$ cat src/rtl/cnv_pkg.sv
// ----------------------------------------------------------------------------
// cnv_pkg: shared types and constants of the 3x3 RGB convolution core
// Register codes, configuration bundle, arithmetic widths and tap access.
// ----------------------------------------------------------------------------
`default_nettype none
package cnv_pkg;

  localparam int MAX_WIDTH_DEF  = 1024;
  localparam int MAX_HEIGHT_DEF = 1024;
  localparam int DIM_W          = 11;
  localparam int TAP_W          = 16;
  localparam int NUM_TAPS       = 9;
  localparam int PIX_W          = 8;
  localparam int RGB_W          = 3 * PIX_W;
  localparam int COORD_W        = 10;
  localparam int CFG_W          = 64;
  localparam int CFG_IDX_W      = 3;
  localparam int PROD_W         = TAP_W + PIX_W + 1;
  localparam int SUM_W          = PROD_W + 4;
  localparam int CLAMP_MAX      = 255;
  localparam int QUEUE_DEPTH    = 4;

  typedef enum logic [CFG_IDX_W-1:0] {
    REG_FRAME_WIDTH  = 3'd0,
    REG_FRAME_HEIGHT = 3'd1,
    REG_TAPS_LOW     = 3'd2,
    REG_TAPS_MID     = 3'd3,
    REG_TAP_LAST     = 3'd4
  } cnv_reg_t;

  typedef struct packed {
    logic [DIM_W-1:0]            frame_width;
    logic [DIM_W-1:0]            frame_height;
    logic [NUM_TAPS*TAP_W-1:0]   taps;
  } cnv_cfg_t;

  function automatic logic signed [TAP_W-1:0] tap_at(
    input logic [NUM_TAPS*TAP_W-1:0] taps,
    input int                        t
  );
    tap_at = $signed(taps[t*TAP_W +: TAP_W]);
  endfunction

endpackage
`default_nettype wire

$ cat src/rtl/cnv_back.sv
// ----------------------------------------------------------------------------
// cnv_back: result queue and border expansion
// Each queued center result is emitted over its row and column range.
// ----------------------------------------------------------------------------
`default_nettype none
module cnv_back
  import cnv_pkg::*;
#(
  parameter int MAX_WIDTH  = MAX_WIDTH_DEF,
  parameter int MAX_HEIGHT = MAX_HEIGHT_DEF,
  localparam int CW = $clog2(MAX_WIDTH),
  localparam int RW = $clog2(MAX_HEIGHT)
) (
  input  wire logic               clk,
  input  wire logic               rst_n,
  input  wire logic               push,
  input  wire logic [RW-1:0]      push_r_lo,
  input  wire logic [RW-1:0]      push_r_hi,
  input  wire logic [CW-1:0]      push_c_lo,
  input  wire logic [CW-1:0]      push_c_hi,
  input  wire logic [RGB_W-1:0]   push_rgb,
  input  wire logic               push_fend,
  output logic                    space,
  input  wire logic               out_stall,
  output logic                    out_valid,
  output logic [COORD_W-1:0]      out_row,
  output logic [COORD_W-1:0]      out_col,
  output logic [PIX_W-1:0]        out_red,
  output logic [PIX_W-1:0]        out_green,
  output logic [PIX_W-1:0]        out_blue,
  output logic                    out_run_last,
  output logic                    out_frame_last
);

  localparam int QAW = $clog2(QUEUE_DEPTH);

  logic [RW-1:0]    q_r_lo [QUEUE_DEPTH];
  logic [RW-1:0]    q_r_hi [QUEUE_DEPTH];
  logic [CW-1:0]    q_c_lo [QUEUE_DEPTH];
  logic [CW-1:0]    q_c_hi [QUEUE_DEPTH];
  logic [RGB_W-1:0] q_rgb  [QUEUE_DEPTH];
  logic             q_fend [QUEUE_DEPTH];
  logic [QAW-1:0]   wr_ptr_r, rd_ptr_r;
  logic [QAW:0]     cnt_r, cnt_nxt;

  logic             load, pop, last_c, last_all, act_r;
  logic [RW-1:0]    it_r_r, cur_r;
  logic [CW-1:0]    it_c_r, cur_c;
  logic             ov_r;

  assign space = (cnt_r < (QAW+1)'(QUEUE_DEPTH));
  assign load  = (cnt_r != '0) && (!ov_r || !out_stall);

  assign cur_r    = act_r ? it_r_r : q_r_lo[rd_ptr_r];
  assign cur_c    = act_r ? it_c_r : q_c_lo[rd_ptr_r];
  assign last_c   = (cur_c == q_c_hi[rd_ptr_r]);
  assign last_all = last_c && (cur_r == q_r_hi[rd_ptr_r]);
  assign pop      = load && last_all;

  always_comb begin
    cnt_nxt = cnt_r;
    if (push && !pop) begin
      cnt_nxt = cnt_r + (QAW+1)'(1);
    end else if (pop && !push) begin
      cnt_nxt = cnt_r - (QAW+1)'(1);
    end
  end

  always_ff @(posedge clk) begin
    if (!rst_n) begin
      wr_ptr_r <= '0;
      rd_ptr_r <= '0;
      cnt_r    <= '0;
      act_r    <= 1'b0;
      ov_r     <= 1'b0;
    end else begin
      cnt_r <= cnt_nxt;
      if (push) begin
        wr_ptr_r <= (wr_ptr_r == QAW'(QUEUE_DEPTH - 1)) ? '0 : wr_ptr_r + QAW'(1);
      end
      if (pop) begin
        rd_ptr_r <= (rd_ptr_r == QAW'(QUEUE_DEPTH - 1)) ? '0 : rd_ptr_r + QAW'(1);
      end
      if (load) begin
        act_r <= !last_all;
        ov_r  <= 1'b1;
      end else if (!out_stall) begin
        ov_r  <= 1'b0;
      end
    end
  end

  always_ff @(posedge clk) begin
    if (push) begin
      q_r_lo[wr_ptr_r] <= push_r_lo;
      q_r_hi[wr_ptr_r] <= push_r_hi;
      q_c_lo[wr_ptr_r] <= push_c_lo;
      q_c_hi[wr_ptr_r] <= push_c_hi;
      q_rgb[wr_ptr_r]  <= push_rgb;
      q_fend[wr_ptr_r] <= push_fend;
    end
    if (load) begin
      if (last_c) begin
        it_c_r <= q_c_lo[rd_ptr_r];
        it_r_r <= cur_r + RW'(1);
      end else begin
        it_c_r <= cur_c + CW'(1);
        it_r_r <= cur_r;
      end
      out_row        <= COORD_W'(cur_r);
      out_col        <= COORD_W'(cur_c);
      out_red        <= q_rgb[rd_ptr_r][3*PIX_W-1:2*PIX_W];
      out_green      <= q_rgb[rd_ptr_r][2*PIX_W-1:PIX_W];
      out_blue       <= q_rgb[rd_ptr_r][PIX_W-1:0];
      out_run_last   <= last_all;
      out_frame_last <= last_all && q_fend[rd_ptr_r];
    end
  end

  assign out_valid = ov_r;

endmodule
`default_nettype wire

$ cat config.mk
export PLATFORM = sky130hd
export DESIGN_NAME = cnv_back
export DESIGN_NICKNAME = d
export VERILOG_FILES = /design/src/rtl/cnv_pkg.sv /design/src/rtl/cnv_back.sv
export SDC_FILE = /design/constraint.sdc
export NUM_CORES = 1
export LEC_CHECK = 0
export ABC_AREA = 1
export ABC_CLOCK_PERIOD_IN_PS = 9550
export BUFFER_PORTS_ARGS = -buffer_cell sky130_fd_sc_hd__buf_2
export CAP_MARGIN = 20
export CORE_MARGIN = 1
export CORE_UTILIZATION = 45
export CTS_CLUSTER_DIAMETER = 30
export DETAILED_ROUTE_END_ITERATION = 16
export MAX_ROUTING_LAYER = met4
export PLACE_DENSITY = 0.62
export SKIP_CTS_REPAIR_TIMING = 1
export SLEW_MARGIN = 20
export SYNTH_ARGS = -nofsm -noshare
export SYNTH_HDL_FRONTEND = slang
export SYNTH_SLANG_ARGS = --single-unit
export TNS_END_PERCENT = 50
$ cat constraint.sdc
create_clock -name clk -period 9.55 [get_ports clk]
set_clock_uncertainty 0.1 [all_clocks]
set_input_delay 0.4775 -clock clk [delete_from_list [all_inputs] [get_ports clk]]
set_output_delay 0.4775 -clock clk [all_outputs]
set_load 0.02 [all_outputs]
==> results of run 1 <==
==> through the flow <==
stage          area, sq um  util [%]  total power [W]  instances
5_1_grt              17200      57.5          0.00479       1764
3_3_place_gp         14700      49.1          0.00216       1626
2_1_floorplan        13800         -          0.00204       1161
3_5_place_dp         14700      49.1          0.00217       1626
6_report             17200      57.5          0.00463       1764
4_1_cts              17200      57.4          0.00467       1759
==> flip-flops by register name (all words and copies together), names as in the netlist, 3 cells and up, named ones only <==
register,flops
cnt_r,3
it_c_r,10
it_r_r,10
out_blue,8
out_col,10
out_green,8
out_red,8
out_row,10
q_c_hi,40
q_c_lo,40
q_fend,4
q_r_hi,40
q_r_lo,40
q_rgb,96
==> cell usage after synthesis, drive strengths merged <==
cell type,number
edfxtp,326
nand2,322
nor2,96
o21ai,84
nand3,83
inv,80
buf,34
o22ai,24
or2,19
clkbuf,17
xor2,12
dfxtp,11
a21oi,10
ha,8
nand4,7
o211ai,6
nand3b,5
mux2i,4
nor3,4
xnor2,4
a211oi,1
a31oi,1
clkinv,1
fa,1
o31ai,1
==> path summary, 6_finish.rpt <==
path,from,end,slack (ns),depth (start not counted)
worst max-delay path,flop,cnt_r[1]$_SDFFE_PN0P_,5.05,18
worst min-delay path,push_rgb[0],q_rgb[3][0]$_DFFE_PP_,0.02,1
worst max register to register,flop,cnt_r[1]$_SDFFE_PN0P_,5.05,18
worst min register to register,cnt_r[2]$_SDFFE_PN0P_,cnt_r[2]$_SDFFE_PN0P_,0.39,2
==> worst max-delay path: cells and delay by family, from the launching register on <==
kind,cells,cell delay [ns]
adders and majority gates,2,0.62
buffers and inverters,4,1.63
AOI/OAI and AO/OA,2,0.25
DFF,1,0.30
and+or+nand+nor,10,1.42
==> power groups by stage <==
| stage | Combinational, W | Sequential, W | Clock [W] |
|---|---|---|---|
| finish | 0.000348 | 0.00179 | 0.00249 |
| global route | 0.000387 | 0.00180 | 0.00260 |
| CTS | 0.000353 | 0.00179 | 0.00252 |
| detailed placement | 0.000350 | 0.00182 | 0 |
| global placement | 0.000345 | 0.00182 | 0 |
| floorplan | 0.000181 | 0.00186 | 0 |
==> routing by layer <==
| metal | part of all wire [%] | global-route usage, % | vias up |
|---|---|---|---|
| met2 | 46 | 30.5 | 268 |
| met5 | 0 | - | - |
| li1 | - | - | 4342 |
| met1 | 45 | 26.5 | 4246 |
| met3 | 6.6 | 4.78 | 57 |
| met4 | 2.2 | 7.44 | 0 |
==> placed cells by master (no fill, tap or decap), types with 2 or more instances in the layout <==
| cell type | count |
|---|---|
| edfxtp_1 | 326 |
| nand2_1 | 321 |
| buf_2 | 116 |
| nor2_1 | 93 |
| nand3_1 | 80 |
| o21ai_0 | 75 |
| clkbuf_16 | 72 |
| inv_1 | 71 |
| o22ai_1 | 24 |
| or2_2 | 17 |
| xor2_1 | 12 |
| a21oi_1 | 10 |
| inv_6 | 10 |
| buf_4 | 10 |
| inv_2 | 9 |
| clkinv_1 | 9 |
| dfxtp_1 | 9 |
| bufinv_16 | 9 |
| ha_1 | 8 |
| clkinv_2 | 8 |
| nand4_1 | 7 |
| clkbuf_1 | 7 |
| clkinvlp_4 | 7 |
| o211ai_1 | 6 |
| clkinv_4 | 6 |
| nand3b_1 | 5 |
| o21ai_2 | 5 |
| diode_2 | 4 |
| o21ai_1 | 4 |
| mux2i_1 | 4 |
| nor3_1 | 4 |
| xnor2_1 | 4 |
| nand3_2 | 3 |
| nor2_2 | 2 |
| dfxtp_2 | 2 |
| inv_16 | 2 |
| clkinv_16 | 2 |
==> final cells by class <==
cell class                 instances  area share, %
tap                              390           2.84
sequential                       337           58.2
clock buffer                      80           10.7
antenna                            4         0.0582
inverter                          81           1.77
clock inverter                    53           3.77
timing repair buffer             127           3.87
multi-input combinational        692           18.8
==> cell families after synthesis <==
| group | count (synthesis) | synth area share, % |
|---|---|---|
| buffers and inverters | 132 | 4.20 |
| DFF | 337 | 72.4 |
| and+or+nand+nor | 536 | 16.2 |
| adders and majority gates | 9 | 0.868 |
| AOI/OAI and AO/OA | 127 | 5.10 |
| muxes | 4 | 0.289 |
| xor gates and xnor gates | 16 | 1.01 |
==> results.toml, run 1 <==
[run_status]
outcome = "finished clean"

[clock_tree]
cts_root_buffer = "clkbuf_16"
clock_path_buffers = 3
cts_buffers = 72
clk_pin_slew_worst_paths_ns = 0.05
clk_latency_ns = 0.57
cts.sinks = 337
cts_tree = "done"
htreeDepth = 3

[floorplanning]
initial_utilization_pct = 46.2
core_area_sq_um = 30000
die_h_um = 177
die_x_um = 177
die_area_sq_um = 31400
core.rowCount = 63
ios = 117

[pwr]
swShare_pct = 24.0
vdd_drop_max_uv = 195
p_sw_w = 0.00111
powerDensity_nw_per_um2 = 269
power_leakage_nw = 6.84
p_int_w = 0.00352
seqPwrFrac_pct = 38.7
p_comb_share_pct = 7.5
p_clk_share_pct = 53.8

[worst_setup_path]
path_cells = "buf_4, inv_2, buf_4, nand2_1, nand3_1, nand2_1, nand2_1, nand3_1, nand2_1, nor2_1, nand3_2, nor2_4, nand3_2, ha_1, inv_1, fa_1, o21ai_0, a21oi_1"
path_common_cell = "nand2_1"
critPathKind = "flop to flop"
cp-end-kind = "flop"
cp-start-kind = "flop"
cp_slowest_stage_delay_ns = 0.71
slowest_stage = "buf_4"
required_ns = 9.87
critPathMaxFanout = 91
arrival_ns = 4.82

[timing]
max_slew_margin_pct = 30.4
rsz0062_at_grt = "no"
layout_min_cycle_time_ns = 4.50
clock.fmax_ghz = 0.222
final.setup.worst_slack_ns = 5.05
holdWs_ns = 0.0210
period_share_pct = 47.1
setup_viol = 0
slew_violations = 0
tns_ns = 0
finalHoldViolCount = 0
max_slew.worst_pin.slew_ns = 1.04

[finish]
layout-drive-gt1-share_pct = 20.7
area_growth_syn_to_layout_pct = 24.4
nNetsFinal = 1389
ff_latch_area_sq_um = 10000
multi_input_area_sq_um = 3240
nFillCells = 2489

[global_route]
antenna_found_initial = 4
grt_max_degree = 92
grt_pass1_wl_um = 46700
grt_overflow_total = 0
grt_pass1_vias = 8737
track_usage_pct = 20.2

[yosys]
synth_cells = 1161
synth_area_leaders = "edfxtp_1 71%, nand2_1 8.7%, nand3_1 2.9%"
synth_top_area_share_pct = 70.8
ys_warn_count = 0
synth_area_sq_um = 13800
synth_seq_cells = 337
synth_top_cell_by_area = "edfxtp_1"
ys_seq_area_share_pct = 72.4
avgSynthCellArea_sq_um = 11.9
synth.distinct_cells = 37
syn-num-nets = 1239

[detailed_routing]
firstDrtPassIters = 7
via_per_inst = 5.05
drt-total-wl_um = 30100
wl_per_cell_um = 17.0
drt_iter0_markers = 612
dr_total_vias = 8913
drc = 0
final_antenna_net_count = 0

[placement]
dp_hpwl_um = 16900
gp_congestion = 0.840
post-place-ws_ns = 5.09
numPortBuffers = 116

[min_path]
worst_hold_path_type = "input port to flop"

[flow_run]
drv_cap = 0
No activity file was read; power rests on OpenSTA's default activity.
==> run 2: changes to the inputs <==
- ABC_CLOCK_PERIOD_IN_PS: 9550 -> 4500
- clock period: 9.55 -> 4.5 ns (I/O delays scaled with it)
==> run 2 against run 1 <==
The flow now finishes with violations (hold timing); cell area grew 3.8%; count of clock-buffer cells in the layout shrank 3; critical path depth grew 3; highest routed layer unchanged; first-iteration DRC count shrank 2.8%; worst setup slack lost 3.8 ns; utilization grew 2.2 points; via count grew 3.4%; fmax grew 37%; cell count grew 3.7%; combinational power grew 130%.
==> results.toml, run 2 (synthesis gave the netlist of run 1 again) <==
[run_status]
outcome = "complete, but fails checks"
violations = "hold timing"

[finish]
nNetsFinal = 1463
layout_commonest_cell = "edfxtp_1"
regMostFlops = "q_rgb"
area_growth_syn_to_layout_pct = 29.2
final_cell_mix = "326 x edfxtp_1, 321 x nand2_1, 116 x buf_2, 93 x nor2_1, 80 x nand3_1"
fin_area_sq_um = 17900
largest_register_ffs = 96
layout-drive-gt1-share_pct = 20.2

[floorplanning]
core.rowCount = 63
initial_utilization_pct = 46.2
core_area_sq_um = 30000
die_area_sq_um = 31400
ios = 117
die_h_um = 177
die_x_um = 177

[timing]
setup_viol = 0
rsz0062_at_grt = "no"
holdWs_ns = -0.0275
tns_ns = 0
finalHoldViolCount = 1
slew_violations = 0
period_share_pct = 73.1
max_slew.worst_pin.slew_ns = 1.03
clock.fmax_ghz = 0.304
max_slew_margin_pct = 31.0
layout_min_cycle_time_ns = 3.29

[worst_setup_path]
critPathMaxFanout = 22
reg2reg_setup_slack_ns = 1.21
slowest_stage = "fa_1"
cp-start-kind = "flop"
endpoint = "cnt_r[2]$_SDFFE_PN0P_"
r2r-end = "cnt_r[2]$_SDFFE_PN0P_"
path_cells = "inv_2, buf_4, nand2_1, nand2_1, nand2_1, nand2_1, nand2_1, nand2_1, nand2_1, nand2_1, nor2_1, nand3_1, nor2_2, nand3_2, ha_1, inv_1, fa_1, a21oi_1, o21ai_0, o21ai_0, a21oi_1"
required_ns = 4.84
cp_slowest_stage_delay_ns = 0.37
path_common_cell = "nand2_1"
ff2ff_path_depth = 21
arrival_ns = 3.63
cp-end-kind = "flop"
critPathKind = "flop to flop"

[placement]
gp_congestion = 0.869
dp_hpwl_um = 17800
numPortBuffers = 116
placed_area_sq_um = 14800

[clock_tree]
cts_root_buffer = "clkbuf_16"
clk_pin_slew_worst_paths_ns = 0.05
clock_path_buffers = 3
cts.sinks = 337
cts_tree = "done"
cts_buffers = 69
clk_latency_ns = 0.56
htreeDepth = 3

[detailed_routing]
via_per_inst = 5.04
final_antenna_net_count = 0
drc = 0
dr_total_vias = 9216
drt_iter0_markers = 595
drt-total-wl_um = 31000
firstDrtPassIters = 6
wl_per_cell_um = 16.9

[min_path]
worst_hold_path_type = "input port to flop"

[global_route]
antenna_found_initial = 2
grt_pass1_wl_um = 47100
track_usage_pct = 20.4
grt_pass1_vias = 8670
grt_overflow_total = 0
grt_max_degree = 91

[pwr]
power_leakage_nw = 7.11
vdd_drop_max_uv = 378
powerDensity_nw_per_um2 = 547

[flow_run]
drv_cap = 0
## run 2: layout make-up
type,count,area [sq um]
Tap cell,390,488
Multi-Input combinational cell,692,3240
Fill cell,2389,12100
Inverter,81,307
Antenna cell,2,5.00
Timing Repair Buffer,204,1420
Sequential cell,337,10000
Clock buffer,77,1780
Clock inverter,47,622
## run 2: per-layer routing
layer	part of all wire [%]	track usage, %	wire length (um)
met1	45	26.1	13900
met2	47	31.6	14700
met3	6.7	6.02	2070
met4	0.95	6.05	295
met5	0	-	0
## run 2: where the power goes
part           internal, W  leakage, nW  total, W  switching (W)
combinational     0.000257         2.86  0.000799       0.000542
sequential         0.00373         3.12   0.00380      0.0000607
clock              0.00347         1.14   0.00518        0.00171
total              0.00746         7.11   0.00977        0.00231
## run 2: worst min path at each step
stage	startpoint	endpoint	slack, ns	depth (start not counted)
5_1_grt	out_stall	out_valid$_SDFFE_PN0P_	0.006	5
6_report	out_stall	out_valid$_SDFFE_PN0P_	-0.03	5
3_5_place_dp	push_rgb[18]	q_rgb[0][18]$_DFFE_PP_	0.34	1
4_1_cts	push_rgb[4]	q_rgb[2][4]$_DFFE_PP_	-0.24	1
3_3_place_gp	push_rgb[17]	q_rgb[2][17]$_DFFE_PP_	0.34	1
2_1_floorplan	rst_n	out_valid$_SDFFE_PN0P_	0.22	2
## run 2: critical path, delay by kind of cell (launching register included)
kind | cells | cell delay, ns
AND/OR/NAND/NOR | 12 | 1.02
buffers and inverters | 3 | 0.70
flip-flops | 1 | 0.33
AO/OA/AOI/OAI | 4 | 0.47
adder cells (fa/ha/maj) | 2 | 0.53
## run 2: stage by stage
step | util [%] | std cells | power (W) | setup WS, ns
CTS | 57.4 | 1761 | 0.00981 | 1.19
detailed placement | 49.4 | 1637 | 0.00461 | 1.22
floorplan | - | 1161 | 0.00432 | 1.19
global placement | 49.4 | 1637 | 0.00460 | 1.25
finish | 59.7 | 1830 | 0.00977 | 1.21
global route | 59.7 | 1830 | 0.0101 | 0.933
